==> src/design/lbqc_pkg.sv <==
// lbqc_pkg: shared types, character codes and the separator test for the
// line bracket and quote checker. No dependencies.

package lbqc_pkg;

	localparam logic [7:0] CH_LSQUARE = 8'h5B; // '['
	localparam logic [7:0] CH_RSQUARE = 8'h5D; // ']'
	localparam logic [7:0] CH_LBRACE  = 8'h7B; // '{'
	localparam logic [7:0] CH_RBRACE  = 8'h7D; // '}'
	localparam logic [7:0] CH_DOLLAR  = 8'h24; // '$'
	localparam logic [7:0] CH_QUOTE   = 8'h22; // '"'
	localparam logic [7:0] CH_COMMA   = 8'h2C; // ','
	localparam logic [7:0] CH_PLUS    = 8'h2B; // '+'
	localparam logic [7:0] CH_MINUS   = 8'h2D; // '-'
	localparam logic [7:0] CH_STAR    = 8'h2A; // '*'
	localparam logic [7:0] CH_SLASH   = 8'h2F; // '/'
	localparam logic [7:0] CH_LESS    = 8'h3C; // '<'
	localparam logic [7:0] CH_GREATER = 8'h3E; // '>'
	localparam logic [7:0] CH_LPAREN  = 8'h28; // '('
	localparam logic [7:0] CH_RPAREN  = 8'h29; // ')'
	localparam logic [7:0] CH_PIPE    = 8'h7C; // '|'
	localparam logic [7:0] CH_AMP     = 8'h26; // '&'

	typedef enum logic [2:0] {
		ERR_OK          = 3'd0,
		ERR_MISS_RSQ    = 3'd1,
		ERR_MISS_LSQ    = 3'd2,
		ERR_MISS_RBRACE = 3'd3,
		ERR_MISS_LBRACE = 3'd4,
		ERR_MISS_DOLLAR = 3'd5,
		ERR_ODD_QUOTES  = 3'd6,
		ERR_MISS_SIGN   = 3'd7
	} err_code_t;

	// per-line tracking state, all zero at line start
	typedef struct packed {
		logic       square_open;
		logic       square_seen_since;
		logic       brace_open;
		logic       brace_seen_since;
		logic       dollar_seen_since;
		logic       quote_parity;
		logic       fail_sq_open;
		logic       fail_sq_miss;
		logic       fail_br_open;
		logic       fail_br_miss;
		logic       fail_dol_miss;
		logic       fail_sign;
		logic [7:0] prev_char;
		logic       prev_closing_quote;
	} line_state_t;

	function automatic logic is_separator(input logic [7:0] c);
		return (c == CH_COMMA) || (c == CH_PLUS) || (c == CH_MINUS) ||
			(c == CH_STAR) || (c == CH_SLASH) || (c == CH_LESS) ||
			(c == CH_GREATER) || (c == CH_LPAREN) || (c == CH_RPAREN) ||
			(c == CH_PIPE) || (c == CH_AMP);
	endfunction

endpackage

==> src/design/lbqc_step.sv <==
// lbqc_step: next-state and error-code logic for one character.
// Depends on lbqc_pkg.

module lbqc_step (
	input  lbqc_pkg::line_state_t cur,
	input  logic [7:0]            ch,
	input  logic                  last,
	output lbqc_pkg::line_state_t nxt,
	output lbqc_pkg::err_code_t   code
);

	lbqc_pkg::line_state_t upd;
	logic                  is_quote;

	always_comb begin
		upd      = cur;
		is_quote = (ch == lbqc_pkg::CH_QUOTE);

		// a non-final character after '}' or a closing quote must be a separator
		if (!last && (cur.prev_char == lbqc_pkg::CH_RBRACE || cur.prev_closing_quote) &&
			!lbqc_pkg::is_separator(ch)) begin
			upd.fail_sign = 1'b1;
		end

		if (ch == lbqc_pkg::CH_RSQUARE) begin
			upd.square_open       = 1'b0;
			upd.fail_sq_miss      = cur.fail_sq_miss | ~cur.square_seen_since;
			upd.square_seen_since = 1'b0;
		end else if (ch == lbqc_pkg::CH_LSQUARE) begin
			upd.fail_sq_open      = cur.fail_sq_open | cur.square_open;
			upd.square_open       = 1'b1;
			upd.square_seen_since = 1'b1;
		end

		if (ch == lbqc_pkg::CH_RBRACE) begin
			upd.brace_open        = 1'b0;
			upd.fail_br_miss      = cur.fail_br_miss | ~cur.brace_seen_since;
			upd.brace_seen_since  = 1'b0;
			upd.fail_dol_miss     = cur.fail_dol_miss | ~cur.dollar_seen_since;
			upd.dollar_seen_since = 1'b0;
		end else if (ch == lbqc_pkg::CH_LBRACE) begin
			upd.fail_br_open     = cur.fail_br_open | cur.brace_open;
			upd.brace_open       = 1'b1;
			upd.brace_seen_since = 1'b1;
		end else if (ch == lbqc_pkg::CH_DOLLAR) begin
			upd.dollar_seen_since = 1'b1;
		end

		upd.quote_parity       = cur.quote_parity ^ is_quote;
		upd.prev_closing_quote = is_quote & ~upd.quote_parity;
		upd.prev_char          = ch;

		priority if (upd.fail_sq_open || upd.square_open) begin
			code = lbqc_pkg::ERR_MISS_RSQ;
		end else if (upd.fail_sq_miss) begin
			code = lbqc_pkg::ERR_MISS_LSQ;
		end else if (upd.fail_br_open || upd.brace_open) begin
			code = lbqc_pkg::ERR_MISS_RBRACE;
		end else if (upd.fail_br_miss) begin
			code = lbqc_pkg::ERR_MISS_LBRACE;
		end else if (upd.fail_dol_miss) begin
			code = lbqc_pkg::ERR_MISS_DOLLAR;
		end else if (upd.quote_parity) begin
			code = lbqc_pkg::ERR_ODD_QUOTES;
		end else if (upd.fail_sign) begin
			code = lbqc_pkg::ERR_MISS_SIGN;
		end else begin
			code = lbqc_pkg::ERR_OK;
		end

		// the line ends here: start the next one clean
		nxt = last ? '0 : upd;
	end

endmodule

==> src/design/line_bracket_quote_checker_core.sv <==
// line_bracket_quote_checker_core: top level of the line bracket and quote checker.
// Depends on lbqc_pkg and lbqc_step.

// Characters of a text line arrive one per transaction on the input channel, with
// last marking the line's final character. Each character is taken into an input
// register; from there the step logic updates the per-line tracking state, and
// for the final character writes one error code into the output register, where it
// waits for the output handshake while further characters keep flowing. The block
// takes one character per cycle while not stalled; a line's code passes through the
// input register and then the output register. Only a pending code that is not taken
// stalls the input, and only when the next final character needs the output register.

module line_bracket_quote_checker_core (
	input  logic       clk,
	input  logic       arst_n,
	input  logic       in_valid,
	output logic       in_ready,
	input  logic [7:0] ch,
	input  logic       last,
	output logic       out_valid,
	input  logic       out_ready,
	output logic [2:0] error_code
);

	logic                  valid_s1;
	logic [7:0]            ch_s1;
	logic                  last_s1;
	logic                  adv_s1;
	lbqc_pkg::line_state_t state_q;
	lbqc_pkg::line_state_t state_nxt;
	lbqc_pkg::err_code_t   code_nxt;
	lbqc_pkg::err_code_t   code_q;
	logic                  out_valid_q;

	// an item leaves stage 1 unless it is a final character and the result slot is busy
	assign adv_s1   = valid_s1 && (!last_s1 || !out_valid_q || out_ready);
	assign in_ready = !valid_s1 || adv_s1;

	always_ff @(posedge clk or negedge arst_n) begin
		if (!arst_n) begin
			valid_s1 <= 1'b0;
		end else if (in_valid && in_ready) begin
			valid_s1 <= 1'b1;
		end else if (adv_s1) begin
			valid_s1 <= 1'b0;
		end
	end

	always_ff @(posedge clk) begin
		if (in_valid && in_ready) begin
			ch_s1   <= ch;
			last_s1 <= last;
		end
	end

	lbqc_step u_step (
		.cur  (state_q),
		.ch   (ch_s1),
		.last (last_s1),
		.nxt  (state_nxt),
		.code (code_nxt)
	);

	always_ff @(posedge clk or negedge arst_n) begin
		if (!arst_n) begin
			state_q     <= '0;
			out_valid_q <= 1'b0;
		end else begin
			if (adv_s1) begin
				state_q <= state_nxt;
			end
			if (adv_s1 && last_s1) begin
				out_valid_q <= 1'b1;
			end else if (out_ready) begin
				out_valid_q <= 1'b0;
			end
		end
	end

	always_ff @(posedge clk) begin
		if (adv_s1 && last_s1) begin
			code_q <= code_nxt;
		end
	end

	assign out_valid  = out_valid_q;
	assign error_code = code_q;

`ifndef SYNTHESIS
	a_line_end_clears: assert property (@(posedge clk) disable iff (!arst_n)
		adv_s1 && last_s1 |=> state_q == '0)
		else $error("tracking state not cleared after final character");

	a_result_from_line_end: assert property (@(posedge clk) disable iff (!arst_n)
		$rose(out_valid_q) |-> $past(adv_s1 && last_s1))
		else $error("result appeared without a final character");

	a_square_open_seen: assert property (@(posedge clk) disable iff (!arst_n)
		state_q.square_open |-> state_q.square_seen_since)
		else $error("open square bracket without opener tracked");

	a_brace_open_seen: assert property (@(posedge clk) disable iff (!arst_n)
		state_q.brace_open |-> state_q.brace_seen_since)
		else $error("open brace without opener tracked");
`endif

endmodule

==> config.mk <==
export PLATFORM = sky130hd
export DESIGN_NAME = line_bracket_quote_checker_core
export DESIGN_NICKNAME = d
export VERILOG_FILES = /design/src/design/lbqc_pkg.sv /design/src/design/lbqc_step.sv /design/src/design/line_bracket_quote_checker_core.sv
export SDC_FILE = /design/constraint.sdc
export NUM_CORES = 1
export LEC_CHECK = 0
export BUFFER_PORTS_ARGS = -buffer_cell sky130_fd_sc_hd__buf_2
export CELL_PAD_IN_SITES_DETAIL_PLACEMENT = 0
export CELL_PAD_IN_SITES_GLOBAL_PLACEMENT = 1
export CORE_ASPECT_RATIO = 0.9
export CORE_UTILIZATION = 52
export CTS_BUF_LIST = sky130_fd_sc_hd__clkbuf_8
export DETAILED_ROUTE_END_ITERATION = 12
export PLACE_DENSITY_LB_ADDON = 0.1
export REMOVE_ABC_BUFFERS = 1
export SLEW_MARGIN = 20
export SYNTH_ARGS = -nofsm -noshare
export SYNTH_HDL_FRONTEND = slang
export SYNTH_HIERARCHICAL = 1
export SYNTH_SLANG_ARGS = --single-unit
==> constraint.sdc <==
create_clock -name clk -period 7.6 [get_ports clk]
set_input_delay 0 -clock clk [delete_from_list [all_inputs] [get_ports clk]]
set_output_delay 0 -clock clk [all_outputs]
set_load 0.005 [all_outputs]
After elaboration in Yosys (flattened, before gate mapping)
Cells that the tools add are included.
{"block": "totals", "register_bits": 35, "inputBits": 13, "out_inout_bits": 5}
{"block": "op_classes", "eq_ne": 19, "muxes": 24, "n_bitwise": 11, "reduce_logical": 34}
{"operator": "== test 8 x 6 -> 1 bit, second input constant", "n": 12}
{"operator": "== test 8 x 7 -> 1 bit, second input constant", "n": 6}
{"operator": "two-way mux 21 bit", "n": 1}
{"operator": "logical OR 1 bit", "n": 16}
{"operator": "two-way mux 3 bit", "n": 5}
{"operator": "two-way mux 1 bit", "n": 12}
{"operator": "two-way mux 2 bit", "n": 6}
{"operator": "nonzero test 3 bit", "n": 3}
{"operator": "logical AND 1 bit", "n": 5}
{"operator": "bitwise OR 1 bit", "n": 5}
{"operator": "logical NOT 1 bit", "n": 4}
{"operator": "inverter 1 bit", "n": 4}
{"operator": "AND reduction 2 bit", "n": 2}
{"operator": "nonzero test 2 bit", "n": 2}
{"operator": "!= test 3 x 2 -> 1 bit, second input constant", "n": 1}
{"operator": "AND reduction 3 bit", "n": 1}
{"operator": "OR reduction 3 bit", "n": 1}
{"operator": "AND 1 bit", "n": 1}
{"operator": "bitwise XOR 1 bit", "n": 1}

Longest topological paths before layout
Gate-level depths: netlist of run 1.
{"block": "logic_depth", "depth_word": 20, "depth_mapped": 8}

Modules after synthesis
Netlist of run 1, hierarchy kept.
{"mod": "line_bracket_quote_checker_core", "instances": 1, "cells_per_inst": 141, "area_per_inst_um2": 1719.1}
{"mod": "lbqc_step", "instances": 1, "cells_per_inst": 87, "area_per_inst_um2": 549.3}

Worst setup path before layout of run 1
OpenSTA, ideal clock, no wires.
{"block": "synth_path", "kind": "register to register", "from": "register ch_s1[4]", "to": "register code_q[2] (netlist: error_code[2]) (data pin)", "arrival_time_ns": 2.147, "required_time_ns": 7.345, "path_slack_ns": 5.198, "stages_incl_launch_ff": 7, "n_path_buf": 0, "synth_period_minus_slack_ns": 2.402, "path_cell_list": "edfxtp_1 > or3_1 > nor2_1 > nor4b_1 > ha_1 > or4b_1 > and3_1"}
{"block": "synth_via", "elab_chain_cells": 18}
{"item": "start, declared", "line": "line_bracket_quote_checker_core.sv:26", "text": "logic [7:0] ch_s1;"}
{"item": "start signal, assigned", "line": "line_bracket_quote_checker_core.sv:51", "text": "ch_s1 <= ch;"}
{"item": "== test 8 x 6 -> 1 bit", "line": "lbqc_pkg.sv:54", "text": "return (c == CH_COMMA) || (c == CH_PLUS) || (c == CH_MINUS) ||"}
{"item": "logical OR 1 bit (3 in a row)", "line": "lbqc_pkg.sv:54"}
{"item": "logical OR 1 bit (3 in a row)", "line": "lbqc_pkg.sv:55", "text": "(c == CH_STAR) || (c == CH_SLASH) || (c == CH_LESS) ||"}
{"item": "logical OR 1 bit (3 in a row)", "line": "lbqc_pkg.sv:56", "text": "(c == CH_GREATER) || (c == CH_LPAREN) || (c == CH_RPAREN) ||"}
{"item": "logical OR 1 bit", "line": "lbqc_pkg.sv:57", "text": "(c == CH_PIPE) || (c == CH_AMP);"}
{"item": "logical NOT 1 bit", "line": "lbqc_step.sv:21", "text": "!lbqc_pkg::is_separator(ch)) begin"}
{"item": "logical AND 1 bit", "line": "lbqc_step.sv:20", "text": "if (!last && (cur.prev_char == lbqc_pkg::CH_RBRACE || cur.prev_closing_quote) &&"}
{"item": "two-way mux 1 bit", "line": "lbqc_step.sv:20"}
{"item": "two-way mux 3 bit", "line": "lbqc_step.sv:65", "text": "end else if (upd.fail_sign) begin"}
{"item": "two-way mux 3 bit", "line": "lbqc_step.sv:63", "text": "end else if (upd.quote_parity) begin"}
{"item": "two-way mux 3 bit", "line": "lbqc_step.sv:61", "text": "end else if (upd.fail_dol_miss) begin"}
{"item": "two-way mux 3 bit", "line": "lbqc_step.sv:59", "text": "end else if (upd.fail_br_miss) begin"}
{"item": "end signal, assigned", "line": "line_bracket_quote_checker_core.sv:82", "text": "code_q <= code_nxt;"}
{"item": "end, declared", "line": "line_bracket_quote_checker_core.sv:32", "text": "lbqc_pkg::err_code_t code_q;"}
Parallel ways exist; a longest one is shown, timed or not. The select of a mux whose other input is x is not followed.
A chain may end at the register's enable or synchronous reset.

Worst setup path in the final report of run 1
Ends and elaborated chain as after synthesis.

==> impl_metrics.ini, run 1 <==
[outcome]
status = finished clean

[power]
powerDensity_nw_per_um2 = 163
power_leakage_nw = 1.04
power.ir.vdd_worst_mv = 0.155
total_power_mw = 0.411

[clocking]
cts_buffers = 5
maximum_buffer_depth_of_the_clock_tree = 2
cts_root_buffer = sky130_fd_sc_hd__clkbuf_8
clock-sinks = 35
ctsHtreeMaxLevel = 2
cts_tree = done
post_cts_resize_count = 0
cts.reportedPaths.clkPinSlew_ns = 0.07
clock_insertion_delay_worst_skew_ns = 0.29

[route]
post-route-drc-count = 0
route.vias.total = 1835
route.detailed.wl_per_inst_um = 17.7
drt_first_iter_violations = 125
route.detailed.vias_per_inst = 6.18
final_antenna_net_count = 0
firstDrtPassIters = 4
drt_total_wl_mm = 5.26

[floorplanning]
die-width_um = 71.6
core-area_um2 = 4130
floorplan.initialDensity = 0.549
ioPinCount = 18
rows = 22
fp.dieArea_um2 = 4630
dieHeight_um = 64.7

[timing]
finalMaxSlewViolations = 0
fin_hold_viols = 0
fin_worst_skew_ns = 0.00470
f_max_mhz = 375
post_layout_min_period_ns = 2.67
worst_slew_pin_slew_ns = 0.645
setup_viol_count_final = 0
grt_setup_unrepaired = no
finalHoldWorstSlack_ns = 0.230
layout_worst_path_cycle_share = 0.351
worst_slew_margin_rel = 0.564
totalNegativeSetupSlack_ns = 0

[logic_synthesis]
seq_area_frac_synth = 0.413
synth_area_per_cell_um2 = 9.95
ys_warn_count = 6
synth_ff_type = sky130_fd_sc_hd__dfrtp_1
number_of_flops_mapped_to_enable_cells_by_yosys = 12
ys_ff_latch = 35
synthesized_area_um2 = 2270
ys_async_sr_fraction = 0.657
ys_types = 44
netlist_instances = 228

[flow_run]
drv_cap = 0

[final_layout]
nets = 262
post_route_cells_drive_above_1_share = 0.205
utilization = 0.612
antenna_cells = 0
fill_cell_total_of_the_finished_layout = 355
syn_to_final_growth_pct = 11.4
design_area_um2 = 2530

[worst_setup_path]
start_kind = flip-flop
timing.critical_path.slowest_stage_cell = sky130_fd_sc_hd__or4b_1
worst_path_largest_cell_delay_ns = 0.52
worst-setup-path-type = reg -> reg
critPathTopFamily = simple AND/OR/NAND/NOR gates
cp_max_fo = 7
crit_path_capture_type = flip-flop
timing.critical_path.arrival_ns = 2.72
crit_required_ns = 7.65
worstPathCellList = or3_1 > nor2_1 > nor4b_1 > ha_1 > or4b_1 > and3_1
timing.critical_path.depth = 6
worst-r2r-cell-count = 6
critical_path.n_buffers_inverters = 0

[global_route]
globalRoute.totalOverflow = 0
grt_pass1_vias = 1856
global_route.usage.total = 0.250
grt_pass1_wl_mm = 8.81
grt_antenna_before_repair = 0
grt_start_max_net_pins = 47

[placed_design]
globalplace.congestion = 0.793
portBuffers = 17
hpwlAfterDp_mm = 3.35
placed_cell_area_um2 = 2330

[hold_path]
hold_path_class = in -> async
[path summary, 6_finish.rpt]
| check | to | start | slack [ns] |
|---|---|---|---|
| max in group asynchronous | valid_s1 | arst_n | 6.98 |
| max | error_code[2] | ch_s1[4] | 4.93 |
| min in group clk | out_valid | out_ready | 0.27 |
| min | state_q[9] | arst_n | 0.23 |
| min reg2reg | state_q[7] | state_q[7] | 0.52 |
| max reg2reg | error_code[2] | ch_s1[4] | 4.93 |
[kinds of logic (layout without fill, tap and decap cells)]
group / Yosys count / in the layout / share of synthesized area
compound gates: 51 / 51 / 0.207
fa+ha+maj: 1 / 1 / 0.00551
buf+inv: 23 / 44 / 0.0513
flops: 35 / 35 / 0.413
simple gates: 118 / 118 / 0.323
[routing by layer]
metal	vias up	global-route usage	wire length, um
li1	883	-	-
met1	892	0.332	2520
met3	8	0.0435	216
met2	52	0.410	2470
met5	-	0	0
met4	0	0.0882	53
[area by class of cell]
| class | count | area (um2) | share of cell area |
|---|---|---|---|
| Inverter | 6 | 22.5 | 0.00892 |
| Timing Repair Buffer | 30 | 210 | 0.0832 |
| Clock buffer | 5 | 68.8 | 0.0272 |
| Sequential cell | 35 | 937 | 0.371 |
| Multi-Input combinational cell | 170 | 1220 | 0.481 |
| Clock inverter | 3 | 11.3 | 0.00446 |
| Tap cell | 48 | 60.1 | 0.0238 |
[per-stage QoR]
stage | worst slack (ns) | cells
6_report | 4.93 | 297
5_1_grt | 4.83 | 297
4_1_cts | 4.94 | 297
3_5_place_dp | 4.98 | 278
3_3_place_gp | 5.07 | 278
2_1_floorplan | 5.20 | 211
[registers in the layout, summed over array words and instances (netlist names)]
signal / cells
valid_s1: 1
last_s1: 1
error_code: 3
state_q: 21
out_valid: 1
ch_s1: 8
[repair_timing]
item	4_1_cts	5_1_grt
endpoints found under the setup margin	0	0
endpoints found under the hold margin	33	0
hold buffers	11	0
buffers inserted	0	0
[synth_stat cells, types with 5 or more instances]
master,n,share of area
sky130_fd_sc_hd__nor2b_1,12,0.033
sky130_fd_sc_hd__nor3_1,6,0.013
sky130_fd_sc_hd__o21ai_1,6,0.013
sky130_fd_sc_hd__a21oi_1,7,0.015
sky130_fd_sc_hd__nand2b_1,24,0.066
sky130_fd_sc_hd__inv_1,6,0.0099
sky130_fd_sc_hd__nand4b_1,21,0.081
sky130_fd_sc_hd__o211ai_2,20,0.11
sky130_fd_sc_hd__clkbuf_1,5,0.0083
sky130_fd_sc_hd__nor2_1,14,0.023
sky130_fd_sc_hd__buf_2,9,0.020
sky130_fd_sc_hd__dfrtp_1,23,0.25
sky130_fd_sc_hd__nand2_1,25,0.041
sky130_fd_sc_hd__edfxtp_1,12,0.16
[where the power goes]
part	leakage (nW)	internal, mW	switching (mW)	total, mW
logic	0.572	0.0272	0.0339	0.0611
registers	0.424	0.209	0.0153	0.224
clock network	0.0444	0.0611	0.0647	0.126
total	1.04	0.297	0.114	0.411
[worst register-to-register path, stage by stage, from the launching register on]
cell	delay [ns]
sky130_fd_sc_hd__edfxtp_1	0.50
sky130_fd_sc_hd__or3_1	0.42
sky130_fd_sc_hd__nor2_1	0.14
sky130_fd_sc_hd__nor4b_1	0.32
sky130_fd_sc_hd__ha_1	0.34
sky130_fd_sc_hd__or4b_1	0.52
sky130_fd_sc_hd__and3_1	0.19
[placed cells by master (no fill, tap or decap), types with 5 or more instances in the layout]
master                          instances
sky130_fd_sc_hd__a21oi_1                7
sky130_fd_sc_hd__buf_2                 17
sky130_fd_sc_hd__clkbuf_8               5
sky130_fd_sc_hd__dfrtp_1               22
sky130_fd_sc_hd__dlygate4sd3_1         11
sky130_fd_sc_hd__edfxtp_1              12
sky130_fd_sc_hd__inv_1                  7
sky130_fd_sc_hd__nand2_1               25
sky130_fd_sc_hd__nand2b_1              24
sky130_fd_sc_hd__nand4b_1              21
sky130_fd_sc_hd__nor2_1                14
sky130_fd_sc_hd__nor2b_1               12
sky130_fd_sc_hd__nor3_1                 6
sky130_fd_sc_hd__o211ai_2              20
sky130_fd_sc_hd__o21ai_1                6
Note: power is estimated with default switching activity, not from simulation.
==> inputs of run 2 (changes only) <==
--- a/config.mk
+++ b/config.mk
@@ -5,11 +5,12 @@
 export SDC_FILE = /design/constraint.sdc
 export NUM_CORES = 1
 export LEC_CHECK = 0
+export ABC_AREA = 1
 export BUFFER_PORTS_ARGS = -buffer_cell sky130_fd_sc_hd__buf_2
 export CELL_PAD_IN_SITES_DETAIL_PLACEMENT = 0
 export CELL_PAD_IN_SITES_GLOBAL_PLACEMENT = 1
 export CORE_ASPECT_RATIO = 0.9
-export CORE_UTILIZATION = 52
+export CORE_UTILIZATION = 42
 export CTS_BUF_LIST = sky130_fd_sc_hd__clkbuf_8
 export DETAILED_ROUTE_END_ITERATION = 12
 export PLACE_DENSITY_LB_ADDON = 0.1
==> constraint.sdc (replaced) <==
create_clock -name clk -period 2.4 [get_ports clk]
set_input_delay 0 -clock clk [delete_from_list [all_inputs] [get_ports clk]]
set_output_delay 0 -clock clk [all_outputs]
set_load 0.005 [all_outputs]
==> impl_metrics.ini, run 2 <==
[logic_synthesis]
synth_top_cell_by_area = sky130_fd_sc_hd__dfrtp_1
synthTopCellsByCount = sky130_fd_sc_hd__nand2_2, sky130_fd_sc_hd__nor2_1, sky130_fd_sc_hd__nand2_1
synth_largest_type_area_fraction = 0.308
ys_warn_count = 6
number_of_flops_mapped_to_enable_cells_by_yosys = 12
seq_area_frac_synth = 0.500
synthesized_area_um2 = 1870
ys_async_sr_fraction = 0.657
ys_ff_latch = 35
synth.top_cells.by_area = sky130_fd_sc_hd__dfrtp_1, sky130_fd_sc_hd__edfxtp_1, sky130_fd_sc_hd__nand2_2
synth_ff_type = sky130_fd_sc_hd__dfrtp_1
synth.most_common_cell = sky130_fd_sc_hd__nand2_2
netlist_instances = 218
ys_types = 26
synth_area_per_cell_um2 = 8.58

[timing]
grt_setup_unrepaired = no
worst_slew_margin_rel = 0.588
fin_hold_viols = 0
f_max_mhz = 529
totalNegativeSetupSlack_ns = 0
layout_worst_path_cycle_share = 0.787
post_layout_min_period_ns = 1.89
finalMaxSlewViolations = 0
finalWorstSetupSlack_ns = 0.511
fin_worst_skew_ns = 0.00932
setup_viol_count_final = 0
worst_slew_pin_slew_ns = 0.616

[clocking]
post-cts-setup-buffer-count = 0
clock_insertion_delay_worst_skew_ns = 0.29
ctsHtreeMaxLevel = 2
maximum_buffer_depth_of_the_clock_tree = 2
cts.reportedPaths.clkPinSlew_ns = 0.07
cts_tree = done
cts_root_buffer = sky130_fd_sc_hd__clkbuf_8
clock-sinks = 35
cts_buffers = 5

[power]
power_leakage_nw = 1.08
power.ir.vdd_worst_mv = 0.303
total_power_mw = 1.30
powerDensity_nw_per_um2 = 583

[floorplanning]
die-width_um = 72.3
rows = 22
core-area_um2 = 4180
ioPinCount = 18
floorplan.initialDensity = 0.447
fp.dieArea_um2 = 4720
dieHeight_um = 65.3

[route]
firstDrtPassIters = 4
maxUsedRoutingLayer = met4
post-route-drc-count = 0
route.detailed.wl_per_inst_um = 12.7
drt_first_iter_violations = 59
met3_length_um = 147
met1Wirelength_mm = 1.86
route.vias.total = 1521
final_antenna_net_count = 0
met2_length_mm = 1.88
drt_total_wl_mm = 3.94
route.detailed.vias_per_inst = 4.91

[final_layout]
syn_to_final_growth_pct = 18.9
largest_reg_flops = 21
post_route_cells_drive_above_1_share = 0.324
max_flop_register = state_q
most_common_cell_after_layout_fill_and_taps_aside = sky130_fd_sc_hd__nand2_2
nets = 263
design_area_um2 = 2220
antenna_cells = 0
leading_cell_types_in_the_layout_fill_and_taps_excluded = sky130_fd_sc_hd__nand2_2, sky130_fd_sc_hd__nor2_1, sky130_fd_sc_hd__nand2_1, sky130_fd_sc_hd__nand3_1, sky130_fd_sc_hd__dfrtp_1

[worst_setup_path]
worst-setup-path-type = reg -> reg
reg2reg_slack_ns = 0.51
start_kind = flip-flop
cp_max_fo = 4
crit_required_ns = 2.44
timing.critical_path.arrival_ns = 1.92
crit_path_capture_type = flip-flop

[placed_design]
globalplace.congestion = 0.751
portBuffers = 17
dp_slack_ns = 0.507
hpwlAfterDp_mm = 2.71
placed_cell_area_um2 = 2000

[outcome]
status = finished clean

[global_route]
grt_antenna_before_repair = 0
grt_pass1_vias = 1560
grt_start_max_net_pins = 24
global_route.usage.total = 0.194
grt_pass1_wl_mm = 6.89
globalRoute.totalOverflow = 0

[flow_run]
drv_cap = 0

[hold_path]
hold_path_class = in -> async
-- run 2: changes by cell type in the layout (fill, tap and decap cells not counted), moves of 4 or more --
| cell | delta |
|---|---|
| sky130_fd_sc_hd__inv_1 | +12 |
| sky130_fd_sc_hd__nor2b_1 | -12 |
| sky130_fd_sc_hd__nand2b_1 | -24 |
| sky130_fd_sc_hd__o21ai_1 | -5 |
| sky130_fd_sc_hd__nand4b_1 | -21 |
| sky130_fd_sc_hd__nand4_1 | +4 |
| sky130_fd_sc_hd__nand2_2 | +41 |
| sky130_fd_sc_hd__nor2_1 | +20 |
| sky130_fd_sc_hd__nand3_1 | +22 |
| sky130_fd_sc_hd__o211ai_2 | -20 |
-- run 2: path summary, 6_finish.rpt --
path	startpoint	endpoint	depth (start not counted)
setup / recovery	ch_s1[7]	error_code[2]	8
hold / removal	arst_n	state_q[7]	2
setup reg to reg	ch_s1[7]	error_code[2]	8
hold reg to reg	state_q[4]	state_q[4]	2
max in group asynchronous	arst_n	state_q[19]	2
min in group clk	ch[3]	ch_s1[3]	2
-- run 2: where the power goes --
part	total (mW)	switching (mW)	internal (mW)
Sequential	0.684	0.0306	0.653
Clock	0.467	0.209	0.258
Combinational	0.145	0.0884	0.0562
Total	1.30	0.328	0.967
-- run 2: layout make-up --
type,instances,area (um2)
fillers,404,1960
flip-flops and latches,35,936
multi-input cells,155,810
repair buffers,32,228
clock buffers,7,96.3
inverters,20,75.1
well taps,60,75.1
clock inverters,1,3.75
-- run 2: critical path, stage by stage, from the launching register on --
cell and delay [ns]:
sky130_fd_sc_hd__edfxtp_1 0.36, sky130_fd_sc_hd__inv_1 0.15, sky130_fd_sc_hd__nand2_1 0.11, sky130_fd_sc_hd__nor4_1 0.28, sky130_fd_sc_hd__ha_1 0.29, sky130_fd_sc_hd__inv_1 0.09, sky130_fd_sc_hd__nand3_1 0.10, sky130_fd_sc_hd__nor3_1 0.19
sky130_fd_sc_hd__a21oi_2 0.07
-- run 2: layer usage --
| layer | GRT usage | vias to the layer above |
|---|---|---|
| met5 | 0 | - |
| met4 | 0.0662 | 0 |
| met1 | 0.237 | 717 |
| li1 | - | 762 |
| met2 | 0.334 | 35 |
| met3 | 0.0460 | 7 |
-- run 2: logic make-up after synthesis --
| logic type | count (synthesis) | share of synthesized area |
|---|---|---|
| compound gates | 12 | 0.0388 |
| fa+ha+maj | 1 | 0.00669 |
| buf+inv | 28 | 0.0669 |
| flops | 35 | 0.500 |
| simple gates | 142 | 0.387 |
-- run 2: what timing repair did --
action | 4_1_cts | 5_1_grt
resized for setup | 0 | 0
hold endpoints to repair | 34 | 0
hold buffers | 12 | 0
endpoints found under the setup margin | 0 | 0
-- run 2: metrics by stage --
step	utilization	instances	hold WS [ns]
global route	0.531	310	0.268
floorplan	-	210	-0.296
detailed placement	0.479	290	0.0208
CTS	0.531	310	0.240
global placement	0.479	290	0.00338
finish	0.531	310	0.218
